`config.mk`:
```
export PLATFORM = sky130hd
export DESIGN_NAME = osd_text_refresh_encoder_unit
export DESIGN_NICKNAME = d
export VERILOG_FILES = /design/src/sv/osdte_pkg.sv /design/src/sv/osd_text_refresh_encoder_unit.sv
export SDC_FILE = /design/constraint.sdc
export NUM_CORES = 1
export LEC_CHECK = 0
export BUFFER_PORTS_ARGS = -buffer_cell sky130_fd_sc_hd__buf_2
export CAP_MARGIN = 20
export CORE_MARGIN = 3
export CORE_UTILIZATION = 50
export CTS_BUF_LIST = sky130_fd_sc_hd__clkbuf_16
export DETAILED_ROUTE_END_ITERATION = 8
export PLACE_DENSITY_LB_ADDON = 0.1
export SLEW_MARGIN = 25
export SYNTH_ARGS = -nofsm -noshare
export SYNTH_HDL_FRONTEND = slang
export SYNTH_SLANG_ARGS = --single-unit
```
`constraint.sdc`:
```
create_clock -name clk_i -period 2.3 [get_ports clk_i]
set_clock_uncertainty 0.2 [all_clocks]
set_input_delay 0.115 -clock clk_i [delete_from_list [all_inputs] [get_ports clk_i]]
set_output_delay 0.115 -clock clk_i [all_outputs]
set_load 0.01 [all_outputs]
```
`src/sv/osdte_pkg.sv`:
```
// Shared types and constants for the OSD text refresh encoder.
// No dependencies; imported by osd_text_refresh_encoder_unit.
`default_nettype none

package osdte_pkg;

  // Command word kinds, as carried on the output tuser
  typedef enum logic [1:0] {
    KindRepeat  = 2'd0,
    KindWrite8  = 2'd1,
    KindWrite16 = 2'd2
  } kind_e;

  // Configuration register indexes
  localparam logic [1:0] RegColorAttr  = 2'd0;
  localparam logic [1:0] RegFirstColor = 2'd1;
  localparam logic [1:0] RegOtherColor = 2'd2;

  // Register reset values
  localparam logic       ColorAttrRst  = 1'b1;
  localparam logic [2:0] FirstColorRst = 3'd4;
  localparam logic [2:0] OtherColorRst = 3'd1;

  // Locate word sent ahead of the first cell of a frame
  localparam logic [15:0] LocateWord = 16'h0000;

  // Row-start word: 0x1000 base, 0x800 attribute, colour in bits 10:8
  function automatic logic [15:0] row_start_word(input logic       attr,
                                                 input logic [2:0] color,
                                                 input logic [6:0] code);
    row_start_word = {4'b0001, attr, color, 1'b0, code};
  endfunction

endpackage

`default_nettype wire

```
`src/sv/osd_text_refresh_encoder_unit.sv`:
```
// OSD text refresh encoder: character codes in raster order to command words.
// Depends on osdte_pkg (kinds, register indexes, row-start word format).
// A cell's first command word is registered, valid in the next cycle.
// Throughput: one cell per cycle while the output is ready; a frame's first
// cell stalls the input: its locate and row-start words share one register.
// Reset (rst_ni, asynchronous, active low) clears the cell counters, the
// previous code and the output valid flags, and loads register reset values.
`default_nettype none

module osd_text_refresh_encoder_unit #(
  parameter int COLUMNS = 28,
  parameter int ROWS    = 11
) (
  input  wire logic        clk_i,
  input  wire logic        rst_ni,
  // Configuration write port
  input  wire logic        cfg_we_i,
  input  wire logic [1:0]  cfg_idx_i,
  input  wire logic [2:0]  cfg_wdata_i,
  // Character input stream
  input  wire logic        s_axis_tvalid,
  output logic             s_axis_tready,
  input  wire logic [7:0]  s_axis_tdata,   // [6:0] char_code, [7] zero
  // Command word output stream
  output logic             m_axis_tvalid,
  input  wire logic        m_axis_tready,
  output logic [15:0]      m_axis_tdata,   // [15:0] command_word
  output logic [1:0]       m_axis_tuser,   // [1:0] word_kind
  output logic             m_axis_tlast    // last command of the cell
);

  import osdte_pkg::*;

  localparam int ColW = (COLUMNS > 1) ? $clog2(COLUMNS) : 1;
  localparam int RowW = (ROWS > 1) ? $clog2(ROWS) : 1;
  localparam logic [ColW-1:0] ColLast = ColW'(COLUMNS - 1);
  localparam logic [RowW-1:0] RowLast = RowW'(ROWS - 1);

  // Configuration registers
  logic       attr_q;
  logic [2:0] first_color_q;
  logic [2:0] other_color_q;

  // Cell position and left neighbour
  logic [ColW-1:0] col_q, col_d;
  logic [RowW-1:0] row_q, row_d;
  logic [6:0]      prev_code_q;

  // Output register and the pending row-start word behind it
  logic        out_valid_q;
  logic [15:0] out_word_q;
  kind_e       out_kind_q;
  logic        out_last_q;
  logic        pend_valid_q;
  logic [15:0] pend_word_q;

  logic        in_xfer;
  logic        out_xfer;
  logic [6:0]  code;
  logic [2:0]  row_color;
  logic [15:0] res_word;
  kind_e       res_kind;
  logic        frame_start;

  assign code     = s_axis_tdata[6:0];
  assign out_xfer = out_valid_q && m_axis_tready;
  assign s_axis_tready = !pend_valid_q && (!out_valid_q || m_axis_tready);
  assign in_xfer  = s_axis_tvalid && s_axis_tready;

  // Configuration writes
  always_ff @(posedge clk_i or negedge rst_ni) begin
    if (!rst_ni) begin
      attr_q        <= ColorAttrRst;
      first_color_q <= FirstColorRst;
      other_color_q <= OtherColorRst;
    end else if (cfg_we_i) begin
      unique case (cfg_idx_i)
        RegColorAttr:  attr_q        <= cfg_wdata_i[0];
        RegFirstColor: first_color_q <= cfg_wdata_i;
        RegOtherColor: other_color_q <= cfg_wdata_i;
        default: ;
      endcase
    end
  end

  // Encode the current cell
  always_comb begin
    row_color   = (row_q == '0) ? first_color_q : other_color_q;
    frame_start = (col_q == '0) && (row_q == '0);
    if (col_q == '0) begin
      res_word = row_start_word(attr_q, row_color, code);
      res_kind = KindWrite16;
    end else if (code != prev_code_q) begin
      res_word = {9'd0, code};
      res_kind = KindWrite8;
    end else begin
      res_word = 16'd0;
      res_kind = KindRepeat;
    end
  end

  // Raster position advance with wrap
  always_comb begin
    col_d = col_q + 1'b1;
    row_d = row_q;
    if (col_q == ColLast) begin
      col_d = '0;
      row_d = (row_q == RowLast) ? '0 : row_q + 1'b1;
    end
  end

  // Position and neighbour state
  always_ff @(posedge clk_i or negedge rst_ni) begin
    if (!rst_ni) begin
      col_q       <= '0;
      row_q       <= '0;
      prev_code_q <= '0;
    end else if (in_xfer) begin
      col_q       <= col_d;
      row_q       <= row_d;
      prev_code_q <= code;
    end
  end

  // Output stage control
  always_ff @(posedge clk_i or negedge rst_ni) begin
    if (!rst_ni) begin
      out_valid_q  <= 1'b0;
      pend_valid_q <= 1'b0;
    end else begin
      if (in_xfer) begin
        out_valid_q  <= 1'b1;
        pend_valid_q <= frame_start;
      end else if (out_xfer) begin
        out_valid_q  <= pend_valid_q;
        pend_valid_q <= 1'b0;
      end
    end
  end

  // Output stage payload
  always_ff @(posedge clk_i) begin
    if (in_xfer) begin
      pend_word_q <= res_word;
      if (frame_start) begin
        out_word_q <= LocateWord;
        out_kind_q <= KindWrite16;
        out_last_q <= 1'b0;
      end else begin
        out_word_q <= res_word;
        out_kind_q <= res_kind;
        out_last_q <= 1'b1;
      end
    end else if (out_xfer && pend_valid_q) begin
      out_word_q <= pend_word_q;
      out_kind_q <= KindWrite16;
      out_last_q <= 1'b1;
    end
  end

  assign m_axis_tvalid = out_valid_q;
  assign m_axis_tdata  = out_word_q;
  assign m_axis_tuser  = out_kind_q;
  assign m_axis_tlast  = out_last_q;

  // A pending row-start word always sits behind a full output register
  assert property (@(posedge clk_i) disable iff (!rst_ni)
    pend_valid_q |-> out_valid_q)
    else $error("pending word without output word");

  // First cell of a frame leaves its row-start word pending
  assert property (@(posedge clk_i) disable iff (!rst_ni)
    (in_xfer && col_q == '0 && row_q == '0) |=> pend_valid_q)
    else $error("frame start lost its row-start word");

  // Only the locate word is a non-final command
  assert property (@(posedge clk_i) disable iff (!rst_ni)
    (out_valid_q && !out_last_q) |-> (out_kind_q == KindWrite16 && out_word_q == LocateWord))
    else $error("unexpected non-final command");

  // Repeats carry a zero word
  assert property (@(posedge clk_i) disable iff (!rst_ni)
    (out_valid_q && out_kind_q == KindRepeat) |-> (out_word_q == 16'd0))
    else $error("repeat with non-zero word");

endmodule

`default_nettype wire
```
==> results by group <==
Outcome
  – Result of the run: completed

Setup path
  – Reg-to-Reg End: m_axis_tdata[8]$_DFFE_PP_
  – FF-to-FF path depth: 5
  – CP Launch Type: input pin
  – Crit path largest cell delay: 0.54 ns
  – Worst EP arrival: 1.88 ns
  – Last element of the critical path: m_axis_tdata[6]$_DFFE_PP_
  – Crit-path cells: dlygate4sd3_1 > buf_2 > xor2_1 > nor4_4 > nand3_2 > a32o_1
  – Worst setup slack for register-to-register paths: 0.31 ns
  – Critical Path Start: s_axis_tdata[3]
  – Nature of the critical path endpoint: register
  – Library cell contributing the largest single delay on the critical path: sky130_fd_sc_hd__dlygate4sd3_1
  – Maximum net fanout on the critical path: 14
  – Start of the worst register-to-register path: pend_valid_q$_DFFE_PN0P_
  – Setup CP Type: input pin to register
  – Required time of the worst setup path: 2.14 ns

Synth
  – Post-synthesis instance total: 184
  – Synth Area in XOR/XNOR: 2.993%
  – Dominant combinational cell family by area after synthesis: simple AND/OR/NAND/NOR gates
  – Simple-gate share of the synthesized area: 16.14%
  – Mean post-synth cell area: 12.72 um2
  – Post-synth EDFFs: 27
  – Synthesized-area fraction occupied by ao, oa, aoi and oai cells: 8.712%
  – Share of synthesized area spent on multiplexers: 6.093%
  – Most area-consuming cells after synthesis: sky130_fd_sc_hd__edfxtp_1, sky130_fd_sc_hd__dfrtp_1, sky130_fd_sc_hd__mux2_2
  – Area fraction of the dominant cell type after synthesis: 34.63%
  – Yosys reg bits: 52
  – Number of distinct standard cells referenced by the synthesized netlist: 36
  – Prevailing post-synth register cell: sky130_fd_sc_hd__edfxtp_1
  – Post-synthesis async set-or-reset flop share: 48.08%
  – Arithmetic-cell share of the synthesized area counting full adders, half adders and majority gates: 1.069%
  – Proportion of synthesized chip area in sequential cells: 61.52%
  – Netlist area before placement: 0.002341 mm2
  – Ys Warns: 0
  – Cell type contributing the most total cell area after synthesis: sky130_fd_sc_hd__edfxtp_1

GRT
  – Largest net degree at the start of global routing: 26
  – Antenna violations before repair: 0
  – Global-route wire length before repair: 7.086 mm
  – GRT Util Overall: 17.04%
  – GRT overflow: 0
  – Vias in the first global route: 1524

Pwr
  – Pint: 0.002085 W
  – Comb pwr share: 28.2%
  – Sw Ratio: 31.16%
  – Areal power density over the cells: 1065 mW/mm2
  – Power share of the clock group: 23.5%
  – Switching power of the nets: 0.0009435 W
  – Part of the power in registers: 48.3%
  – Peak supply drop: 624.8 uV
  – Leakage: 1.223 nW

Floorplan
  – Die Span X: 74.43 um
  – Die area: 0.005539 mm2
  – Initial Utilization: 52.67%
  – Floorplan die height: 74.43 um
  – Number of placement rows: 24
  – Area inside the core boundary: 0.004444 mm2
  – Ports placed on the boundary: 39

Placed design
  – Port Buffers: 33
  – Estimated wirelength of the detail-placed design: 2.940 mm
  – Number of instances in the placed design: 267
  – Final RePlAce weighted congestion: 0.7745

Cells and area
  – Fill cell count: 353
  – Highest-count cells in the layout ignoring fill and taps: sky130_fd_sc_hd__buf_2, sky130_fd_sc_hd__edfxtp_1, sky130_fd_sc_hd__nand2_1, sky130_fd_sc_hd__dfrtp_1, sky130_fd_sc_hd__dlygate4sd3_1
  – Sequential Area: 0.001440 mm2
  – Post-layout net count: 256
  – Cell Count, Final, Fillers Out: 289
  – Commonest non-fill, non-tap cell in the layout: sky130_fd_sc_hd__buf_2
  – Area added between synthesis and finish: 21.49%
  – Total area of multi-input combinational cells: 834.6 um2
  – Count of antenna diodes in the layout: 0
  – Share of layout cells above drive strength 1: 27.85%

Timing
  – Number of pins with negative max-slew slack in the final report: 0
  – Relative slew slack: 60.77%
  – Setup TNS: 0 ns
  – Tmin final: 2.042 ns
  – Number of setup violations in the final report: 0
  – Worst Tran Pin Value: 0.5884 ns
  – Highest achievable clock rate: 0.4897 GHz
  – Number of endpoints with negative hold slack in the final report: 0
  – Unrepaired setup endpoints after global routing: no
  – Final critical-path share of the clock period: 88.78%

Detailed routing
  – Antenna Violating Nets Remaining: 0
  – Average wire per standard cell: 14.72 um
  – Count of routing violations after the opening detailed-route iteration: 96
  – WL final: 4.254 mm
  – Number of iterations in the first detailed-routing pass: 4
  – Via Count: 1579
  – Residual DRC: 0
  – Average via count per standard cell: 5.464

Clock tree
  – H-tree levels: 2
  – Total clock sinks: 52
  – Post-CTS Setup Bufs: 0
  – Cell at the root of the clock tree: sky130_fd_sc_hd__clkbuf_16
  – Number of clock buffers inserted by TritonCTS: 5
  – Clock Path Buffers: 2
  – Clock transition at the registers of the reported paths: 0.06 ns
  – Clock tree from TritonCTS: yes
  – Clock Latency Late Sink: 0.28 ns

Min path
  – Hold path startpoint: cfg_idx_i[0]
  – Hold/Removal Path Class: input pin to register

Job
  – Max capacitance violation total: 0
## synth_stat cells, drive strengths merged, types with 2 or more instances
library cell	number
nor2b	5
inv	5
nor3	3
o21ai	4
a32o	8
a21oi	5
a22o	6
ha	2
nand3	9
nor4	2
nor2	5
nand2b	4
dfstp	3
and2	8
edfxtp	27
nand2	26
dfrtp	22
xor2	7
nand3b	2
buf	9
mux2i	3
mux2	10
## stage by stage
stage	total power, W	area (um2)	util (%)	setup slack, ns	hold slack [ns]
floorplan	0.002033	2352	-	0.3250	-0.3806
global placement	0.002278	2561	57.63	0.3727	-0.06579
detailed placement	0.002318	2561	57.63	0.3373	-0.05293
CTS	0.003058	2844	63.99	0.2587	0.01038
global route	0.003221	2844	63.99	0.1257	0.02616
finish	0.003028	2844	63.99	0.2581	0.02021
## cell families (layout without fill, tap and decap cells)
kind of cell             after synthesis  in the layout
AO/OA/AOI/OAI                         26             26
XOR/XNOR                               8              8
adder cells (fa/ha/maj)                2              2
buffers and inverters                 15             65
flip-flops                            52             52
multiplexers                          13             13
other                                  1              4
AND/OR/NAND/NOR                       67             67
## how the worst min path moves through the flow
stage	cells after the start	slack, ns	end
global placement	1	-0.07	first_color_q[0]$_DFFE_PN0P_
global route	3	0.03	attr_q$_DFFE_PN1P_
detailed placement	1	-0.05	first_color_q[0]$_DFFE_PN0P_
CTS	3	0.01	attr_q$_DFFE_PN1P_
finish	3	0.02	attr_q$_DFFE_PN1P_
floorplan	0	-0.38	col_q[0]$_DFFE_PN0P_
## flip-flops by register name (all words and copies together), names as in the netlist, 2 cells and up
name	count
col_q	5
first_color_q	3
m_axis_tdata	12
m_axis_tuser	2
other_color_q	3
pend_word_q	12
prev_code_q	7
row_q	4
## metal layers
metal	track usage, %	up-vias	part of all wire [%]
li1	-	758	-
met1	21.66	772	44
met2	28.49	40	50
met3	3.919	9	4.2
met4	6.324	0	2.0
met5	0	-	0
## critical path: cells and delay by family
family | cells | cell delay [ns]
buffers and inverters | 2 | 0.69
and+or+nand+nor | 2 | 0.59
xor gates and xnor gates | 1 | 0.16
AOI/OAI and AO/OA | 1 | 0.33
## repair_timing
item | in CTS | in global routing
hold buffers | 14 | 0
hold endpoints to repair | 46 | 0
resized for setup | 0 | 0
## power by group through the flow
stage / clock network [W] / registers, W / logic [W]
floorplan: 0 / 0.00149 / 0.000543
global placement: 0 / 0.00147 / 0.000812
detailed placement: 0 / 0.00148 / 0.000838
CTS: 0.000727 / 0.00146 / 0.000867
global route: 0.000761 / 0.00150 / 0.000962
finish: 0.000711 / 0.00146 / 0.000854
## area by class of cell
cell class	count	area share [%]
Clock buffer	5	4.399
Clock inverter	3	0.6159
Inverter	5	0.6599
Multi-Input combinational cell	120	29.34
Sequential cell	52	50.64
Tap cell	52	2.288
Timing Repair Buffer	52	12.05
Power figures use the tool's default switching activity.
